[config.mk]
export PLATFORM = sky130hd
export DESIGN_NAME = cfpw_step_unit
export DESIGN_NICKNAME = d
export VERILOG_FILES = /design/src/rtl/core/cfpw_pkg.sv /design/src/rtl/core/cfpw_step_unit.sv
export SDC_FILE = /design/constraint.sdc
export NUM_CORES = 1
export LEC_CHECK = 0
export BUFFER_PORTS_ARGS = -buffer_cell sky130_fd_sc_hd__buf_2
export CORE_AREA = 3 3 110 112
export DETAILED_ROUTE_END_ITERATION = 10
export DIE_AREA = 0 0 113 115
export PLACE_DENSITY = 0.68
export SETUP_SLACK_MARGIN = 0.3
export SYNTH_ARGS = -nofsm -noshare
export SYNTH_HDL_FRONTEND = slang
export SYNTH_SLANG_ARGS = --single-unit
[constraint.sdc]
create_clock -name vclk -period 3.8
set_clock_uncertainty 0.2 [all_clocks]
set_input_delay 0 -clock vclk [all_inputs]
set_output_delay 0 -clock vclk [all_outputs]
set_load 0.01 [all_outputs]
[src/rtl/core/cfpw_pkg.sv]
package cfpw_pkg;

    // Field widths of the two channels and of one cache entry.
    localparam int VA_W   = 48;
    localparam int ADDR_W = 52;
    localparam int DATA_W = 64;

    // Page table layout.
    localparam int PAGE_SHIFT    = 12;
    localparam int ENTRY_SHIFT   = 3;
    localparam int IDX_W         = 9;
    localparam int TOP_SHIFT     = 39;
    localparam int NUM_LEVELS    = 4;
    localparam int LEVEL_W       = 2;
    localparam int LEVEL_ENTRIES = 512;

    // The four level caches share one memory, addressed by {level, index}.
    localparam int CACHE_IDX_W = LEVEL_W + IDX_W;
    localparam int CACHE_DEPTH = NUM_LEVELS * LEVEL_ENTRIES;

    localparam logic CMD_XLATE = 1'b0;
    localparam logic CMD_RESP  = 1'b1;
    localparam logic KIND_READ = 1'b0;
    localparam logic KIND_DONE = 1'b1;

    typedef struct packed {
        logic              cmd;
        logic [ADDR_W-1:0] table_base;
        logic [VA_W-1:0]   virt_addr;
        logic [DATA_W-1:0] read_data;
    } in_item_t;

    typedef struct packed {
        logic              kind;
        logic [ADDR_W-1:0] read_address;
        logic [ADDR_W-1:0] physical_address;
        logic              fault;
    } out_item_t;

    typedef struct packed {
        logic [ADDR_W-1:0] tag;
        logic [DATA_W-1:0] value;
    } cache_entry_t;

    typedef struct packed {
        logic                   rd_en;
        logic [CACHE_IDX_W-1:0] rd_index;
        logic                   wr_en;
        logic [CACHE_IDX_W-1:0] wr_index;
        cache_entry_t           wr_entry;
    } cache_port_t;

endpackage

[src/rtl/core/cfpw_step_unit.sv]
module cfpw_step_unit #(
    parameter int FRAME_BITS = 36,
    parameter int PHYS_BITS  = 52
) (
    input  logic [PHYS_BITS-1:0]        base,
    input  logic [cfpw_pkg::IDX_W-1:0]  index,
    input  logic [cfpw_pkg::ADDR_W-1:0] tag,
    input  logic [cfpw_pkg::DATA_W-1:0] value,
    output logic [PHYS_BITS-1:0]        entry_addr,
    output logic                        hit,
    output logic [PHYS_BITS-1:0]        frame_addr
);
    import cfpw_pkg::*;

    logic [DATA_W-1:0] frame_full;

    // Entry address wraps at the physical address width.
    assign entry_addr = base + PHYS_BITS'({index, {ENTRY_SHIFT{1'b0}}});
    assign hit        = (tag == ADDR_W'(entry_addr)) && value[0];

    assign frame_full = DATA_W'(value[PAGE_SHIFT +: FRAME_BITS]) << PAGE_SHIFT;
    assign frame_addr = frame_full[PHYS_BITS-1:0];

endmodule

# Word level (Yosys, flattened, before mapping)
# Cells that the tools add are included.
# totals
latchBits,0
elab_cells,3
input_bits,177
ramBits,0
regBits,0
n_memories,0
romBits,0
# op_classes
bitwise_logic,0
shifts,0
order_cmp,0
n_eq_ne,1
mul,0
n_addsub,1
mux,0
n_div,0
n_reduce_logical,1
# op_table
cell,count
52-bit by 12-bit adder with 52-bit output,1
52-bit == test,1
1-bit logical AND,1

# Logic depth before layout (Yosys ltp)
# Gate-level depths: netlist of run 1.
# logic_depth
depth_word,3
depth_mapped,13

# Worst setup path after synthesis of run 1
# Ideal clock, no wire load.
# synth_timing
path_kind,in2out
from,input port base[3]
to,output port hit
path_buffers,0
path_slack_ns,1.077
path_stages,12
t_arrival_ns,2.523
path_cell_list,ha_1 > inv_1 > fa_1 > nor2b_1 > o2111a_1 > o21a_1 > o21ai_1 > nor3_1 > xor2_1 > a221o_1 > nand4bb_1 > nor4_2
# synth_between
elab_chain_len,3
# synth_rtl
element,line,rtl
start: declaration,cfpw_step_unit.sv:5,"input logic [PHYS_BITS-1:0] base,"
52-bit by 12-bit adder with 52-bit output,cfpw_step_unit.sv:18,"assign entry_addr = base + PHYS_BITS'({index, {ENTRY_SHIFT{1'b0}}});"
via entry_addr[43],cfpw_step_unit.sv:9,"output logic [PHYS_BITS-1:0] entry_addr,"
52-bit == test,cfpw_step_unit.sv:19,assign hit = (tag == ADDR_W'(entry_addr)) && value[0];
1-bit logical AND,cfpw_step_unit.sv:19,
end: declaration,cfpw_step_unit.sv:10,"output logic hit,"
# The timed path passes the listed nets, and every way through them passes these cells.

# Worst setup path in the final report of run 1
# layout_timing
from,input port base[3]
to,output port hit
# layout_between
elab_chain_len,3
# layout_rtl
element,line
52-bit by 12-bit adder with 52-bit output,cfpw_step_unit.sv:18
52-bit == test,cfpw_step_unit.sv:19
1-bit logical AND,cfpw_step_unit.sv:19
# Every way passes these cells.

==> results of run 1 <==
## final cells by class
type / instances / area [µm²] / share of cell area (%)
multi-input cells: 351 / 2610 / 62.4
repair buffers: 220 / 1320 / 31.6
well taps: 143 / 179 / 4.27
inverters: 19 / 71.3 / 1.70
## critical path, cell delays in order
cell and delay, ns:
buf_2 0.08, ha_1 0.16, inv_1 0.06, fa_1 0.40
nor2b_1 0.18, o2111a_1 0.24, o21a_1 0.17, o21ai_1 0.12
or3_1 0.46, xnor3_1 0.19, nor4b_1 0.47, nand4_1 0.17
nor4_2 0.15, buf_2 0.19
## metrics by stage
step | util, % | setup slack, ns
after floorplan | - | 1.08
after global placement | 33.7 | 0.507
after detailed placement | 33.7 | 0.468
after CTS | 36.9 | 0.456
after global routing | 37.0 | 0.311
final | 37.0 | 0.559
## power by group
| group | switching [W] | internal [W] |
|---|---|---|
| combinational | 0.000264 | 0.000221 |
| clock | 0 | 0 |
| sequential | 0 | 0 |
## cell families (layout without fill, tap and decap cells)
family	count (synthesis)	count (layout)	synth area share, %
compound gates	85	85	20.7
buf+inv	87	239	18.1
xor+xnor	103	103	31.3
other cells	1	16	0.121
mux	2	2	0.684
fa+ha+maj	10	10	4.27
simple gates	135	135	24.8
## what timing repair did
action                     in CTS  in global routing
setup endpoints to repair       0                  1
hold buffers                   36                  0
hold endpoints to repair       36                  0
gates resized for setup         0                  3
## per-layer routing
layer / track usage, % / up-vias / routed length (µm)
li1: - / 1781 / -
met1: 22.8 / 1668 / 4990
met2: 32.1 / 204 / 6200
met3: 3.00 / 18 / 1250
met4: 3.04 / 2 / 221
met5: 0 / - / 7
## worst min-delay path by stage
stage / endpoint / slack (ns) / cells after the start
3_3_place_gp: frame_addr[12] / -0.20 / 0
2_1_floorplan: entry_addr[12] / -0.12 / 1
5_1_grt: entry_addr[2] / 0.03 / 2
6_report: entry_addr[2] / 0.02 / 2
3_5_place_dp: frame_addr[12] / -0.20 / 0
4_1_cts: entry_addr[2] / 0.02 / 2
## synthesized netlist by cell type (3+ instances only)
| cell type | count | area share (%) |
|---|---|---|
| inv_1 | 19 | 2.3 |
| nor2b_1 | 7 | 1.4 |
| xor2_1 | 44 | 12 |
| o21ai_0 | 11 | 1.8 |
| nand4_1 | 12 | 2.4 |
| o2111ai_1 | 9 | 2.5 |
| nor4_1 | 4 | 0.81 |
| a221oi_1 | 4 | 1.1 |
| nand2_1 | 22 | 2.7 |
| clkbuf_1 | 4 | 0.48 |
| nand3_1 | 20 | 3.2 |
| buf_2 | 5 | 0.81 |
| nor3b_1 | 4 | 0.97 |
| nor3_1 | 7 | 1.1 |
| or2_2 | 5 | 1.0 |
| a21oi_1 | 15 | 2.4 |
| xnor2_1 | 54 | 15 |
| ha_1 | 9 | 3.6 |
| a211oi_1 | 10 | 2.4 |
| xnor3_1 | 3 | 2.2 |
| nor2_1 | 23 | 2.8 |
| a21o_1 | 8 | 1.9 |
| buf_4 | 57 | 14 |
| and2_1 | 3 | 0.60 |
| and3_1 | 10 | 2.0 |
==> run metrics, run 1 <==
status finished clean; Layout Nets 779; Critical Path End Type primary output; pwr/cell area 116 nW/µm²; Syn Inst Count 423; most frequent cells in the layout buf_2, xnor2_1, xor2_1, dlygate4sd3_1, nor2_1; hold slack 0.0155 ns; CLK BUF 0; measured slew at the worst slew-check pin 0.618 ns; WL final 12.7 mm; Max Cap Violations 0; Fin. Hold Viols 0; final setup TNS 0 ns; warnings from Yosys 0; Critical Path Source base[3]; DR WL/cell 17.3 µm; RSZ-0062 raised after global routing no; vias 3673; die width 113 µm; library cells used by synthesis 67; Hold Crit Start base[2]; global-route wire length before repair 18.7 mm; Routed Antenna Nets 0; crit path kind in -> out; largest net degree at the start of global routing 13; Finish-stage setup viols 0; die area 13000 µm²; sequential fraction of the synthesis area 0%; Initial Util 27.5%; Slew Limit Fails 0; chip height 115 µm; Post-Syn Area per Cell 7.35 µm²; final total power 0.000485 W; I/O pin count 282; area grow syn2layout 34.7%; layout cell share with drive strength beyond 1 34.9%; core footprint 11300 µm²; Critical Path AT 3.04 ns; vias per cell 5.01; Post-CTS Setup Bufs 0; fin cells 733; antenna cells 0; GR Overflow Total 0; drt first pass iters 5; # fillers 1271; P_leak 1.91 nW; total track usage 17.9%; min Tclk post-route 3.24 ns; Crit path required time 3.60 ns; Startpoint Class input pin; Core Rows 39; Seq Cell Count 0; DRC 0; Final Instance Area 4190 µm²; Synth Cell Area 3110 µm²; number of global-route vias before repair 3553; initial drt markers 176; worst vdd ir 0.0661 mV; Final period util 85.3%; Rel. slew slack 58.4%; port buffer count 167; Hold Path Class in -> out; crit path capture hit; commonest non-fill, non-tap cell in the layout buf_2; crit path max fanout 3; antenna violations before repair 1; placed wire-length estimate 10.9 mm; fmax 0.309 GHz; placed cells 697; register area 0 µm²; gpl congestion 1.00; placed cell areas 3820 µm²
(Power assumes the default switching activity.)
==> run 2: changes to the inputs <==
Clock period 3.8 ns to 3.3 ns, I/O delays scaled along.
==> run 2 against run 1 <==
Worst setup slack worse by 0.25 ns. Sequential cell count unchanged. Hold slack gained 0.0014 ns. Critical path type unchanged. Sequential share of layout area unchanged. Via count grew 5.4%. First-iteration DRC count up 12%. Critical path depth up 3. Final cell count increased by 4.5%.
==> run metrics, run 2 (same netlist as run 1, synthesis figures left out) <==
Initial Util 27.5% (unchanged); CP max stage cell fa_2; Max stage delay on crit path 0.34 ns (-0.13 ns); min Tclk post-route 2.99 ns; largest net degree at the start of global routing 13 (unchanged); gpl congestion 0.950 (-5.0%); crit path buf inv count 6 (+3); commonest non-fill, non-tap cell in the layout buf_2; DRC 0 (unchanged); final worst slack 0.308 ns (-0.251 ns); pwr/cell area 132 nW/µm² (+14%); fin cells 766 (+4.5%); P_leak 2.11 nW (+10%); most frequent cells in the layout buf_2, xnor2_1, xor2_1, buf_4, dlygate4sd3_1; core footprint 11300 µm² (unchanged); critical path, cell by cell buf_8 -> ha_4 -> inv_2 -> fa_2 -> nor2b_2 -> o2111a_2 -> o21a_4 -> buf_6 -> buf_6 -> o211ai_1 -> buf_4 -> nor2_1 -> xor3_1 -> nor2_1 -> nand4bb_1 -> nor4_2 -> buf_2; Finish-stage setup viols 0 (unchanged); cell family with most CP delay simple AND/OR/NAND/NOR gates; I/O pin count 282 (unchanged); status finished clean; register area 0 µm² (unchanged); Max Cap Violations 0 (unchanged); Startpoint Class input pin; # fillers 1224 (-3.7%); logic gate share of total power 100.0% (about the same); final setup TNS 0 ns (unchanged); switching power 0.000325 W (+23%); Fin. Hold Viols 0 (unchanged); Crit path required time 3.10 ns (-0.50 ns); GR Overflow Total 0 (unchanged); Switching Share 53.2% (-1.3 points); crit path kind in -> out; fmax 0.334 GHz; worst slack at placement 0.0741 ns (-0.394 ns); worst vdd ir 0.0778 mV (+18%); placed wire-length estimate 11.1 mm (+1.8%); total track usage 19.1% (+1.2 points); Critical Path End Type primary output; CLK BUF 0 (unchanged); Hold Path Class in -> out; placed cells 710 (+1.9%); Clock Power Share 0% (unchanged); port buffer count 167 (unchanged); crit path max fanout 4 (+1); number of global-route vias before repair 3759 (+5.8%); antenna violations before repair 0 (-1); hold slack 0.0169 ns (+0.00138 ns); layout cell share with drive strength beyond 1 41.7% (+6.8 points); sequential share of power 0% (unchanged); global-route wire length before repair 19.8 mm (+6.1%); Seq Cell Count 0 (unchanged); WL final 13.4 mm (+5.8%); die area 13000 µm² (unchanged); Critical Path AT 2.79 ns (-0.25 ns); measured slew at the worst slew-check pin 0.592 ns (-0.0251 ns); RSZ-0062 raised after global routing yes; Final period util 90.7%; Int Power 0.000286 W (+30%); area grow syn2layout 49.0%; die width 113 µm (unchanged); Slew Limit Fails 0 (unchanged); chip height 115 µm (unchanged); DR WL/cell 17.5 µm (+1.3%); drt first pass iters 4 (-1); Rel. slew slack 60.5% (+2.1 points); antenna cells 0 (unchanged); vias 3870 (+5.4%); Routed Antenna Nets 0 (unchanged); Layout Nets 812 (+4.2%); vias per cell 5.05 (+0.82%); initial drt markers 197 (+12%); Core Rows 39 (unchanged)
[run 2: cell count changes in the layout (fill, tap and decap cells not counted), sizes merged]
cell / before / now
buf: 184 / 217
[run 2: routing by layer]
metal | up-vias | share of wire [%] | GRT usage [%]
met2 | 232 | 50 | 35.2
met4 | 0 | 1.1 | 2.16
met3 | 14 | 10 | 2.63
li1 | 1850 | - | -
met5 | - | 0 | 0
met1 | 1774 | 39 | 24.3
[run 2: cell type report]
| class | count | area (µm²) | area share [%] |
|---|---|---|---|
| tap | 143 | 179 | 3.86 |
| multi-input combinational | 351 | 2770 | 59.8 |
| timing repair buffer | 253 | 1610 | 34.8 |
| inverter | 19 | 71.3 | 1.54 |
[run 2: path summary, 6_finish.rpt]
path	endpoint	start	cells after the start	slack [ns]
worst max-delay path	hit	base[3]	17	0.31
worst min-delay path	entry_addr[2]	base[2]	2	0.02
[run 2: repair_timing]
item	in CTS	in global routing
pin swaps	19	15
gates resized for setup	28	12
setup buffers	10	9
endpoints found under the hold margin	36	0
setup endpoints to repair	1	1
hold buffers	36	0
cloned	1	0
[run 2: per-stage QoR]
step | instance area (µm²) | power [W] | utilization, %
final | 4630 | 0.000612 | 40.9
after floorplan | 3160 | 0.000349 | -
after CTS | 4490 | 0.000595 | 39.7
after global routing | 4630 | 0.000665 | 40.9
after global placement | 3930 | 0.000516 | 34.7
after detailed placement | 3930 | 0.000520 | 34.7
[run 2: power by group through the flow]
stage	sequential, W	clock [W]	combinational, W
floorplan	0	0	0.000349
global placement	0	0	0.000516
detailed placement	0	0	0.000520
CTS	0	0	0.000595
global route	0	0	0.000665
finish	0	0	0.000612
==> run 3: changes to the inputs <==
Settings changed: ABC_CLOCK_PERIOD_IN_PS set to 3300, BUFFER_PORTS_ARGS -buffer_cell sky130_fd_sc_hd__buf_2 to unset, DONT_BUFFER_PORTS set to 1, PLACE_DENSITY 0.68 to 0.47.
==> run 3 against run 2 <==
The run now ends with hold timing left. Wire length rose by 2.0%. Hold slack got worse by 0.019 ns. Via count fell by 14%.
==> run metrics, run 3 (same netlist as run 1, synthesis figures left out) <==
status finished, violations left; failing checks hold timing; Slew Limit Fails 0 (unchanged); antenna violations before repair 0 (unchanged); Max Cap Violations 0 (unchanged); sequential share of power 0% (unchanged); P_leak 1.54 nW (-27%); min Tclk post-route 2.93 ns (-0.0641 ns); global-route wire length before repair 19.4 mm (-2.0%); number of global-route vias before repair 3408 (-9.3%); worst vdd ir 0.0823 mV (+5.8%); largest net degree at the start of global routing 15 (+2); vias 3318 (-14%); area grow syn2layout 29.8%; initial drt markers 138 (-30%); Core Rows 39 (unchanged); placed wire-length estimate 11.3 mm (+2.2%); Critical Path End Type primary output; Final period util 88.7% (-1.9 points); Seq Cell Count 0 (unchanged); port buffer count 0 (-100%); gpl congestion 0.869 (-8.5%); crit path max fanout 7 (+3); Finish-stage setup viols 0 (unchanged); commonest non-fill, non-tap cell in the layout dlygate4sd3_1; Switching Share 52.7% (-0.55 points); register area 0 µm² (unchanged); crit path kind in -> out; # fillers 1241 (+1.4%); Initial Util 27.5% (unchanged); RSZ-0062 raised after global routing yes; drt first pass iters 5 (+1); die width 113 µm (unchanged); switching power 0.000259 W (-20%); critical path, cell by cell ha_1 -> a21o_1 -> a31o_2 -> o211ai_4 -> a211oi_2 -> buf_4 -> xnor2_1 -> o311ai_0 -> nor4_1 -> nand4_1 -> nor4_2 -> buf_4; measured slew at the worst slew-check pin 0.572 ns (-0.0208 ns); Max stage delay on crit path 0.36 ns (+0.02 ns); Clock Power Share 0% (unchanged); Layout Nets 674 (-17%); DRC 0 (unchanged); DR WL/cell 21.8 µm (+24%); CLK BUF 0 (unchanged); WL final 13.7 mm (+2.0%); logic gate share of total power 100.0% (about the same); core footprint 11300 µm² (unchanged); most frequent cells in the layout dlygate4sd3_1, xnor2_1, buf_4, xor2_1, nand2_1; total track usage 19.1% (about the same); antenna cells 0 (unchanged); Int Power 0.000233 W (-19%); die area 13000 µm² (unchanged); Crit path required time 3.10 ns (about the same); Critical Path AT 2.73 ns (-0.06 ns); pwr/cell area 122 nW/µm² (-7.6%); CP dominant cell by count buf_4; Routed Antenna Nets 0 (unchanged); final setup TNS 0 ns (unchanged); hold slack -0.00255 ns (-0.0195 ns); I/O pin count 282 (unchanged); layout cell share with drive strength beyond 1 18.6% (-23 points); chip height 115 µm (unchanged); Fin. Hold Viols 1 (+1); vias per cell 5.28 (+4.6%); fmax 0.342 GHz (+2.2%); Startpoint Class input pin; Hold Path Class in -> out; GR Overflow Total 0 (unchanged); CP max stage cell ha_1; Rel. slew slack 61.6% (+1.1 points)
-- run 3: cell count changes in the layout (fill, tap and decap cells not counted), moves of 3 or more --
cell,previous run,this run
a21oi_2,0,3
ha_4,3,0
o2111ai_2,1,5
ha_1,5,9
dlygate4sd3_1,36,68
buf_6,5,1
buf_2,166,0
o2111ai_1,7,4
-- run 3: layer usage --
metal  share of wire, %  track usage, %
met5                  0               0
met4               0.93            1.84
met3                 10            4.58
met2                 49            34.2
met1                 40            24.0
-- run 3: stage by stage --
stage	setup WS [ns]	util, %	total power, W	cell area [µm²]	std cells
floorplan	0.577	-	0.000349	3160	438
global placement	0.115	28.3	0.000385	3200	558
detailed placement	0.0470	28.3	0.000388	3200	558
CTS	0.307	34.8	0.000485	3940	626
global route	0.198	35.6	0.000529	4030	628
finish	0.372	35.6	0.000492	4030	628
-- run 3: power by group through the flow --
stage	combinational, W	clock (W)	sequential (W)
final	0.000492	0	0
after global routing	0.000529	0	0
after CTS	0.000485	0	0
after detailed placement	0.000388	0	0
after global placement	0.000385	0	0
after floorplan	0.000349	0	0
-- run 3: worst paths after layout --
path | startpoint | end | slack [ns] | depth (start not counted)
max | base[7] | hit | 0.37 | 12
min | base[12] | entry_addr[15] | -0.003 | 2
-- run 3: what timing repair did --
item                       4_1_cts  5_1_grt
pin swaps                        7       11
setup endpoints to repair        1        1
gates resized for setup         15       15
hold endpoints to repair        68        0
setup buffers                    0        2
hold buffers                    68        0
-- run 3: area by class of cell --
type | count | area [µm²] | area share (%)
multi-input cells | 351 | 2730 | 67.8
repair buffers | 115 | 1050 | 26.0
well taps | 143 | 179 | 4.44
inverters | 19 | 71.3 | 1.77
-- run 3: worst max-delay path, delay by kind of cell --
family	cells	cell delay, ns
XOR/XNOR	1	0.14
AO/OA/AOI/OAI	5	1.15
AND/OR/NAND/NOR	3	0.74
adder cells (fa/ha/maj)	1	0.36
buffers and inverters	2	0.33
